==> src/rtl/mau_pkg.sv <==
// Shared types and constants for the modular arithmetic unit.
`default_nettype none

package mau_pkg;

  localparam int unsigned DATA_W = 30;
  localparam int unsigned EXP_W  = 63;

  localparam logic [DATA_W-1:0] MODULUS = 30'd1000000007;
  // Fermat inverse exponent, MODULUS - 2.
  localparam logic [DATA_W-1:0] INV_EXP = 30'd1000000005;
  // Barrett constant floor(2^60 / MODULUS).
  localparam logic [30:0] BARRETT_MU = 31'd1152921496;
  localparam logic [31:0] MODULUS_X2 = 32'd2000000014;

  typedef enum logic [2:0] {
    OP_ADD = 3'd0,
    OP_SUB = 3'd1,
    OP_MUL = 3'd2,
    OP_POW = 3'd3,
    OP_DIV = 3'd4
  } op_t;

  // Control that travels alongside an operand pair through the multiplier.
  typedef struct packed {
    logic valid;
    logic acc_dst;
  } mm_ctl_t;

endpackage

`default_nettype wire

==> src/rtl/mau_modmul.sv <==
// Four-stage pipelined modular multiplier using Barrett reduction.
`default_nettype none

module mau_modmul
  import mau_pkg::*;
(
  input  wire logic              clk,
  input  wire logic              rst_n,
  input  wire mm_ctl_t           req_ctl,
  input  wire logic [DATA_W-1:0] req_x,
  input  wire logic [DATA_W-1:0] req_y,
  output mm_ctl_t                rsp_ctl,
  output logic      [DATA_W-1:0] rsp_r
);

  mm_ctl_t ctl1_r, ctl2_r, ctl3_r, ctl4_r;
  logic [59:0]       prod_r;
  logic [61:0]       q2_r;
  logic [31:0]       p2_r, p3_r;
  logic [31:0]       t_r;
  logic [DATA_W-1:0] res_r;

  logic [30:0] q1;
  logic [30:0] q3;
  logic [31:0] diff;
  logic [31:0] diff_m1;
  logic [31:0] diff_m2;
  logic [DATA_W-1:0] res_nxt;

  assign q1 = prod_r[59:29];
  assign q3 = q2_r[61:31];

  // The Barrett estimate leaves a remainder below three times the modulus.
  always_comb begin
    diff    = p3_r - t_r;
    diff_m1 = diff - 32'(MODULUS);
    diff_m2 = diff - MODULUS_X2;
    if (diff >= MODULUS_X2) begin
      res_nxt = diff_m2[DATA_W-1:0];
    end else if (diff >= 32'(MODULUS)) begin
      res_nxt = diff_m1[DATA_W-1:0];
    end else begin
      res_nxt = diff[DATA_W-1:0];
    end
  end

  always_ff @(posedge clk) begin
    if (!rst_n) begin
      ctl1_r <= '0;
      ctl2_r <= '0;
      ctl3_r <= '0;
      ctl4_r <= '0;
    end else begin
      ctl1_r <= req_ctl;
      ctl2_r <= ctl1_r;
      ctl3_r <= ctl2_r;
      ctl4_r <= ctl3_r;
    end
  end

  always_ff @(posedge clk) begin
    prod_r <= 60'(req_x) * 60'(req_y);
    q2_r   <= 62'(q1) * 62'(BARRETT_MU);
    p2_r   <= prod_r[31:0];
    t_r    <= 32'(q3) * 32'(MODULUS);
    p3_r   <= p2_r;
    res_r  <= res_nxt;
  end

  assign rsp_ctl = ctl4_r;
  assign rsp_r   = res_r;

endmodule

`default_nettype wire

==> src/rtl/modular_arithmetic_unit.sv <==
// Power works through the exponent one bit at a time, up to the highest set bit.
// Divide runs a 30-bit Fermat power and one multiply.
// Each exponent bit is a round trip through the four-stage modular multiplier.
// One transaction at a time: busy is high until the strobe cycle, when the next can be taken.
// Synchronous active-low reset returns to idle and drops the strobe.
`default_nettype none

module modular_arithmetic_unit
  import mau_pkg::*;
(
  input  wire logic              clk,
  input  wire logic              rst_n,
  input  wire logic              start,
  output logic                   busy,
  input  wire logic [2:0]        in_op,
  input  wire logic [DATA_W-1:0] in_operand_a,
  input  wire logic [DATA_W-1:0] in_operand_b,
  input  wire logic [EXP_W-1:0]  in_exponent,
  output logic                   out_valid,
  output logic      [DATA_W-1:0] out_result,
  output logic                   out_divisor_zero
);

  typedef enum logic [2:0] {
    S_IDLE,
    S_EXEC,
    S_P_CHECK,
    S_P_MUL,
    S_P_WAIT,
    S_F_ISSUE,
    S_F_WAIT
  } state_t;

  state_t            state_r, state_nxt;
  logic              out_valid_r, out_valid_nxt;
  logic [DATA_W-1:0] out_result_r, out_result_nxt;
  logic              out_dz_r, out_dz_nxt;

  logic [2:0]        op_r, op_nxt;
  logic [DATA_W-1:0] a_r, a_nxt;
  logic [DATA_W-1:0] b_r, b_nxt;
  logic [DATA_W-1:0] sq_r, sq_nxt;
  logic [DATA_W-1:0] acc_r, acc_nxt;
  logic [EXP_W-1:0]  e_r, e_nxt;

  mm_ctl_t           mm_req, mm_rsp;
  logic [DATA_W-1:0] mm_x, mm_y, mm_r;

  logic [DATA_W:0]   sum_w;
  logic [DATA_W:0]   sum_red;
  logic [DATA_W:0]   sub_wrap;
  logic [DATA_W-1:0] add_res, sub_res;

  function automatic logic [DATA_W-1:0] reduce_once(input logic [DATA_W-1:0] v);
    reduce_once = (v >= MODULUS) ? v - MODULUS : v;
  endfunction

  mau_modmul u_modmul (
    .clk     (clk),
    .rst_n   (rst_n),
    .req_ctl (mm_req),
    .req_x   (mm_x),
    .req_y   (mm_y),
    .rsp_ctl (mm_rsp),
    .rsp_r   (mm_r)
  );

  always_comb begin
    sum_w    = {1'b0, a_r} + {1'b0, b_r};
    sum_red  = sum_w - {1'b0, MODULUS};
    add_res  = (sum_w >= {1'b0, MODULUS}) ? sum_red[DATA_W-1:0] : sum_w[DATA_W-1:0];
    sub_wrap = {1'b0, a_r} + {1'b0, MODULUS} - {1'b0, b_r};
    sub_res  = (a_r >= b_r) ? a_r - b_r : sub_wrap[DATA_W-1:0];
  end

  // The square and the accumulate for one exponent bit both read the old
  // base, so they enter the multiplier on consecutive cycles.
  always_comb begin
    mm_req = '0;
    mm_x   = sq_r;
    mm_y   = sq_r;
    case (state_r)
      S_P_CHECK: begin
        mm_req.valid = (e_r != '0);
      end
      S_P_MUL: begin
        mm_req.valid   = 1'b1;
        mm_req.acc_dst = 1'b1;
        mm_x           = acc_r;
      end
      S_F_ISSUE: begin
        mm_req.valid   = 1'b1;
        mm_req.acc_dst = 1'b1;
        mm_x           = a_r;
        mm_y           = acc_r;
      end
      default: begin
      end
    endcase
  end

  always_comb begin
    state_nxt      = state_r;
    out_valid_nxt  = 1'b0;
    out_result_nxt = out_result_r;
    out_dz_nxt     = out_dz_r;
    op_nxt         = op_r;
    a_nxt          = a_r;
    b_nxt          = b_r;
    sq_nxt         = sq_r;
    acc_nxt        = acc_r;
    e_nxt          = e_r;
    case (state_r)
      S_IDLE: begin
        if (start) begin
          op_nxt    = in_op;
          a_nxt     = reduce_once(in_operand_a);
          b_nxt     = reduce_once(in_operand_b);
          e_nxt     = in_exponent;
          state_nxt = S_EXEC;
        end
      end
      S_EXEC: begin
        case (op_r)
          OP_ADD: begin
            out_valid_nxt  = 1'b1;
            out_result_nxt = add_res;
            out_dz_nxt     = 1'b0;
            state_nxt      = S_IDLE;
          end
          OP_SUB: begin
            out_valid_nxt  = 1'b1;
            out_result_nxt = sub_res;
            out_dz_nxt     = 1'b0;
            state_nxt      = S_IDLE;
          end
          OP_MUL: begin
            acc_nxt   = b_r;
            state_nxt = S_F_ISSUE;
          end
          OP_POW: begin
            sq_nxt    = a_r;
            acc_nxt   = DATA_W'(1);
            state_nxt = S_P_CHECK;
          end
          OP_DIV: begin
            if (b_r == '0) begin
              out_valid_nxt  = 1'b1;
              out_result_nxt = '0;
              out_dz_nxt     = 1'b1;
              state_nxt      = S_IDLE;
            end else begin
              sq_nxt    = b_r;
              acc_nxt   = DATA_W'(1);
              e_nxt     = EXP_W'(INV_EXP);
              state_nxt = S_P_CHECK;
            end
          end
          default: begin
            out_valid_nxt  = 1'b1;
            out_result_nxt = '0;
            out_dz_nxt     = 1'b0;
            state_nxt      = S_IDLE;
          end
        endcase
      end
      S_P_CHECK: begin
        if (e_r == '0) begin
          if (op_r == OP_DIV) begin
            state_nxt = S_F_ISSUE;
          end else begin
            out_valid_nxt  = 1'b1;
            out_result_nxt = acc_r;
            out_dz_nxt     = 1'b0;
            state_nxt      = S_IDLE;
          end
        end else begin
          state_nxt = S_P_MUL;
        end
      end
      S_P_MUL: begin
        state_nxt = S_P_WAIT;
      end
      S_P_WAIT: begin
        if (mm_rsp.valid) begin
          if (!mm_rsp.acc_dst) begin
            sq_nxt = mm_r;
          end else begin
            if (e_r[0]) begin
              acc_nxt = mm_r;
            end
            e_nxt     = e_r >> 1;
            state_nxt = S_P_CHECK;
          end
        end
      end
      S_F_ISSUE: begin
        state_nxt = S_F_WAIT;
      end
      S_F_WAIT: begin
        if (mm_rsp.valid) begin
          out_valid_nxt  = 1'b1;
          out_result_nxt = mm_r;
          out_dz_nxt     = 1'b0;
          state_nxt      = S_IDLE;
        end
      end
      default: begin
        state_nxt = S_IDLE;
      end
    endcase
  end

  always_ff @(posedge clk) begin
    if (!rst_n) begin
      state_r      <= S_IDLE;
      out_valid_r  <= 1'b0;
      out_result_r <= '0;
      out_dz_r     <= 1'b0;
    end else begin
      state_r      <= state_nxt;
      out_valid_r  <= out_valid_nxt;
      out_result_r <= out_result_nxt;
      out_dz_r     <= out_dz_nxt;
    end
  end

  always_ff @(posedge clk) begin
    op_r  <= op_nxt;
    a_r   <= a_nxt;
    b_r   <= b_nxt;
    sq_r  <= sq_nxt;
    acc_r <= acc_nxt;
    e_r   <= e_nxt;
  end

  assign busy             = (state_r != S_IDLE);
  assign out_valid        = out_valid_r;
  assign out_result       = out_result_r;
  assign out_divisor_zero = out_dz_r;

endmodule

`default_nettype wire

==> config.mk <==
export PLATFORM = sky130hd
export DESIGN_NAME = modular_arithmetic_unit
export DESIGN_NICKNAME = d
export VERILOG_FILES = /design/src/rtl/mau_pkg.sv /design/src/rtl/mau_modmul.sv /design/src/rtl/modular_arithmetic_unit.sv
export SDC_FILE = /design/constraint.sdc
export NUM_CORES = 2
export LEC_CHECK = 0
export ABC_CLOCK_PERIOD_IN_PS = 18000
export BUFFER_PORTS_ARGS = -buffer_cell sky130_fd_sc_hd__buf_4
export CAP_MARGIN = 25
export CORE_ASPECT_RATIO = 1.25
export CORE_MARGIN = 4
export CORE_UTILIZATION = 57
export CTS_CLUSTER_SIZE = 8
export DETAILED_ROUTE_END_ITERATION = 8
export HOLD_SLACK_MARGIN = 0.03
export PLACE_DENSITY = 0.76
export SLEW_MARGIN = 20
export SYNTH_ARGS = -nofsm -noshare
export SYNTH_HDL_FRONTEND = slang
export SYNTH_SLANG_ARGS = --single-unit
==> constraint.sdc <==
create_clock -name clk -period 18 [get_ports clk]
set_input_delay 1.8 -clock clk [delete_from_list [all_inputs] [get_ports clk]]
set_output_delay 1.8 -clock clk [all_outputs]
set_load 0.005 [all_outputs]
# [Word level (Yosys, flattened, before mapping)]
# Index checks and enable logic that the tools add are counted.
# W data, S select, Z words.
[totals] reg_bits=474 in_bits=129 out_inout_bits=33 word_cells=139
[classes] n_addsub=10 mul=3 magnitude_cmp=6 eq_ne=25 mux=54 n_reduce_logical=17
[op_table] op="$mux W30" count=18
[op_table] op="$mux W63" count=5
[op_table] op="$pmux W30 S2" count=4
[op_table] op="$pmux W63 S3" count=1
[op_table] op="$pmux W30 S3" count=2
[op_table] op="$sub A30 B30 Y30 const B" count=5
[op_table] op="$pmux W30 S4" count=1
[op_table] op="$logic_not A63 Y1" count=1
[op_table] op="$reduce_bool A63 Y1" count=1
[op_table] op="$ge A30 B30 Y1 const B" count=2
[op_table] op="$mul A30 B30 Y60" count=1
[op_table] op="$sub A30 B30 Y30" count=2
[op_table] op="$mul A31 B28 Y59 const B" count=1
[op_table] op="$ge A32 B30 Y1 const B" count=1
[op_table] op="$ge A32 B31 Y1 const B" count=1
[op_table] op="$mul A31 B30 Y32 const B" count=1
[op_table] op="$sub A32 B32 Y32" count=1
[op_table] op="$add A30 B30 Y31" count=1
[op_table] op="$ge A31 B30 Y1 const B" count=1
[op_table] op="$add A30 B30 Y30 const B" count=1
[op_table] op="$ge A30 B30 Y1" count=1
[op_table] op="$logic_not A30 Y1" count=1
[op_table] op="$pmux W3 S7" count=1
[op_table] op="$mux W3" count=6
[op_table] op="other kinds (21)" count=55

# [Depth between registers and ports, before layout]
[logic_depth] depth_word=5 mapped_depth=40 mapped_depth_nobuf=35

# [By module]
# A second synthesis with hierarchy kept.
[unflattened] cells_unflattened=8120 hier_area_um2=75907.8
[modules_own_cells] module="mau_modmul" instances=1 cells_each=6015 area_each_um2=57590.2 seq_area_each_um2=4504.3
[modules_own_cells] module="modular_arithmetic_unit" instances=1 cells_each=2105 area_each_um2=18317.6 seq_area_each_um2=6286.0

# [Least setup slack after synthesis]
# Ideal clock, no wire load.
[synth_timing] path_type="register -> register" start="register state_r[2]" end="register u_modmul.prod_r[42]" setup_ps=133 t_arrival_ps=9386 t_required_ps=17866 slack_ps=8480 path_stages_with_launch=38 path_buffers=4 synth_period_minus_slack_ps=9520 cell_sequence="dfxtp_1 > clkbuf_1 > and3b_1 > clkbuf_1 > nor2_1 > clkbuf_1 > and2_1 > a221oi_1 > clkbuf_1 > nor2_1 > fa_1 > fa_1 > fa_1 > inv_1 > fa_1 > inv_1 > fa_1 > inv_1 > [2 not listed] > fa_1 > inv_1 > fa_1 > inv_1 > ha_1 > a21oi_1 > o21a_1 > a31oi_1 > a21o_1 > o311a_1 > a31oi_1 > a21boi_0 > nor2_1 > nor2_1 > a2111oi_0 > o21ai_0 > nand2b_1 > a221oi_1"
[synth_between] elab_chain_len=3 elab_cells_between_ends=5 cone_classes="mul: 1; eq/ne: 2; mux: 2"
[synth_rtl] item="start: declaration" line_no="modular_arithmetic_unit.sv:34" text="state_t state_r, state_nxt;"
[synth_rtl] item="start signal: assignment" line_no="modular_arithmetic_unit.sv:221" text="state_r <= state_nxt;"
[synth_rtl] item="$eq A3 B3 Y1 / $eq A3 B2 Y1 (equally long branches)" line_no="modular_arithmetic_unit.sv:82" text="case (state_r)"
[synth_rtl] item="$pmux W30 S2 / $mux W30 (equally long branches)" line_no="modular_arithmetic_unit.sv:82"
[synth_rtl] item="$mul A30 B30 Y60 *" line_no="mau_modmul.sv:62" text="prod_r <= 60'(req_x) * 60'(req_y);"
[synth_rtl] item="end signal: assignment" line_no="mau_modmul.sv:62"
[synth_rtl] item="end: declaration" line_no="mau_modmul.sv:17" text="logic [59:0] prod_r;"
# Mark *: on every way between the ends. The rest lies on a longest branch, timed or not.
# A chain may end at the register's enable or synchronous reset.

# [Worst setup path in the final report]
[layout_timing] start="register state_r[2]" end="register u_modmul.prod_r[59]"
# Same word-level chain as after synthesis.

==> flow_metrics.env <==
export IMPL_status="finished clean"
export IMPL_crit_family="adder cells"
export IMPL_clkSinkCount=446
export IMPL_cpMostUsedCell="fa_1"
export IMPL_synthTopCellsByArea="fa_1, ha_1, inv_1"
export IMPL_criticalPathCategory="reg -> reg"
export IMPL_track_usage_pct=35.8
export IMPL_rrSetupSlack_ps=6330
export IMPL_yosys_area_share_simple_pct=12.6
export IMPL_drc=0
export IMPL_hold_viol_final=0
export IMPL_chipWidth_um=332
export IMPL_synth_seq_area_share_pct=14.4
export IMPL_slowest_delay_ps=820
export IMPL_async_flop_share_pct=0
export IMPL_routed_via_density=6.03
export IMPL_tns_ps=0
export IMPL_rsz0062_at_grt="no"
export IMPL_drive_gt1_share_pct=6.12
export IMPL_slew_headroom_pct=26.1
export IMPL_synth_area_um2=74700
export IMPL_first_iter_violations=5482
export IMPL_grt_overflow_total=0
export IMPL_synth_top_family_by_area="adder cells"
export IMPL_hp_class="reg -> reg"
export IMPL_skew_ps=33.8
export IMPL_post_synth_top_area_cell="fa_1"
export IMPL_layout_commonest_cell="inv_1"
export IMPL_grt_pass1_wl_mm=373
export IMPL_ys_ff_latch=446
export IMPL_drt_total_wl_mm=244
export IMPL_grt_start_max_net_pins=67
export IMPL_grt_pass1_vias=62800
export IMPL_avgSynthCellArea_um2=9.19
export IMPL_finalSetupViolCount=0
export IMPL_antenna_found_initial=8
export IMPL_drv_slew=0
export IMPL_synthMuxAreaShare_pct=1.06
export IMPL_synth_flop_cell="dfxtp_1"
export IMPL_synth_compound_area_share_pct=10.3
export IMPL_numCtsBuffers=68
export IMPL_synthAdderAreaFrac_pct=48.4
export IMPL_fmax_mhz=85.7
export IMPL_pin_count=162
export IMPL_dp_hpwl_mm=194
export IMPL_die_area_um2=137000
export IMPL_fin_hold_ws_ps=307
export IMPL_pre_cts_ws_ps=6660
export IMPL_fp_row_count=148
export IMPL_worst_pin_slew_ps=1090
export IMPL_cts_buffer_depth=3
export IMPL_startpoint_type="flip-flop"
export IMPL_final_seq_area_um2=10800
export IMPL_synthXorXnorAreaFrac_pct=3.54
export IMPL_final_cell_mix="inv_1, fa_1, ha_1"
export IMPL_drtAntennaViolNets=0
export IMPL_n_fill_cell=11100
export IMPL_crit_path_max_fanout=66
export IMPL_vias=60000
export IMPL_io_buffer_count=161
export IMPL_cts_resized=0
export IMPL_ys_types=108
export IMPL_ys_warn_count=0
export IMPL_die_h_um=413
export IMPL_synth_nets=10400
export IMPL_cts_tree="yes"
export IMPL_cts_setup_buffers=0
export IMPL_clk_latency_ps=650
export IMPL_crit_buf_inv=5
export IMPL_synth_top_area_share_pct=33.3
export IMPL_gp_congestion=1.02
export IMPL_firstDrtPassIters=6
export IMPL_ctsHtreeMaxLevel=3
export IMPL_min_period_ps=11670
export IMPL_clk_pin_slew_ps=70
export IMPL_finalCritPeriodShare_pct=64.8
export IMPL_coreArea_um2=130000
export IMPL_synth_cells=8127
export IMPL_areaGrowthSynthToFinish_pct=7.58
export IMPL_wire_per_inst_um=24.5
export IMPL_start_util_pct=57.4
export IMPL_cp_end_kind="flip-flop"
export IMPL_critPathArrivalTime_ps=12180
export IMPL_setup_ws_ps=6330
export IMPL_max_cap_violations=0
export IMPL_cpMaxStageDelayCell="buf_4"
export IMPL_num_nets_final=10500
export IMPL_worstPathRequired_ps=18510
export IMPL_synth_edf_count=186
export IMPL_cts_hold_buf=0
export IMPL_cts_root_buf="clkbuf_16"
export IMPL_multiInputGateArea_um2=57100
==> registers in the layout, indices dropped and copies added, names as in the netlist, 31 cells and up <==
signal / count
u_modmul.prod_r: 60
e_r: 63
u_modmul.p3_r: 32
u_modmul.p2_r: 32
u_modmul.q2_r: 31
u_modmul.t_r: 32
==> area by class of cell <==
cell class | count | area share, %
antenna | 6 | 0.0187
sequential | 446 | 13.4
inverter | 1614 | 7.54
clock inverter | 10 | 0.213
timing repair buffer | 284 | 2.70
clock buffer | 102 | 2.35
multi-input combinational | 5768 | 71.1
tap | 1725 | 2.69
==> cells in the mapped netlist (41+ instances only) <==
master	count
edfxtp_1	186
ha_1	901
fa_1	1242
xnor2_1	216
nor2b_1	42
nand2_1	789
inv_1	1610
o211ai_1	45
and2_1	80
clkbuf_1	271
a21o_1	87
mux2i_1	74
nor3_1	77
a22o_1	48
o21ai_0	192
a31oi_1	54
a221oi_1	44
xor2_1	86
nand2b_1	53
nor4_1	41
a21oi_1	253
a211oi_1	43
nand4_1	43
nand3_1	118
dfxtp_1	260
nor2_1	743
==> metrics by stage <==
step | utilization [%] | instance area [µm²] | std cells
after floorplan | - | 74700 | 8127
after global placement | 60.1 | 78200 | 9831
after detailed placement | 60.1 | 78200 | 9834
after CTS | 61.7 | 80300 | 9946
after global routing | 61.7 | 80300 | 9953
final | 61.7 | 80300 | 9955
==> routing by layer <==
layer	up-vias	routed length, µm	track usage, %
met5	-	59	0
met4	8	20500	23.3
met3	979	22000	7.46
met2	3168	115000	59.8
met1	29700	86700	42.1
li1	26200	-	-
==> worst register-to-register path: cells and delay by family (launching register included) <==
kind,cells,cell delay (ps)
buffers and inverters,5,1610
xor gates and xnor gates,1,130
and+or+nand+nor,8,2670
DFF,1,310
AOI/OAI and AO/OA,8,2180
adders and majority gates,9,4660
==> path summary, 6_finish.rpt <==
path / start / to / depth (start not counted)
setup / recovery: state_r[2]$_SDFFE_PN0P_ / u_modmul.prod_r[59]$_DFF_P_ / 31
hold / removal: u_modmul.p2_r[15]$_DFF_P_ / u_modmul.p3_r[15]$_DFF_P_ / 0
setup reg to reg: state_r[2]$_SDFFE_PN0P_ / u_modmul.prod_r[59]$_DFF_P_ / 31
hold reg to reg: u_modmul.p2_r[15]$_DFF_P_ / u_modmul.p3_r[15]$_DFF_P_ / 0
==> kinds of logic after synthesis <==
| family | after synthesis |
|---|---|
| AOI/OAI and AO/OA | 1112 |
| and+or+nand+nor | 2133 |
| xor gates and xnor gates | 302 |
| muxes | 78 |
| DFF | 446 |
| buffers and inverters | 1913 |
| adders and majority gates | 2143 |
Power is left out: the tool's default activity adds up to more than one toggle a clock period on the data nets, which glitch-free logic cannot reach.
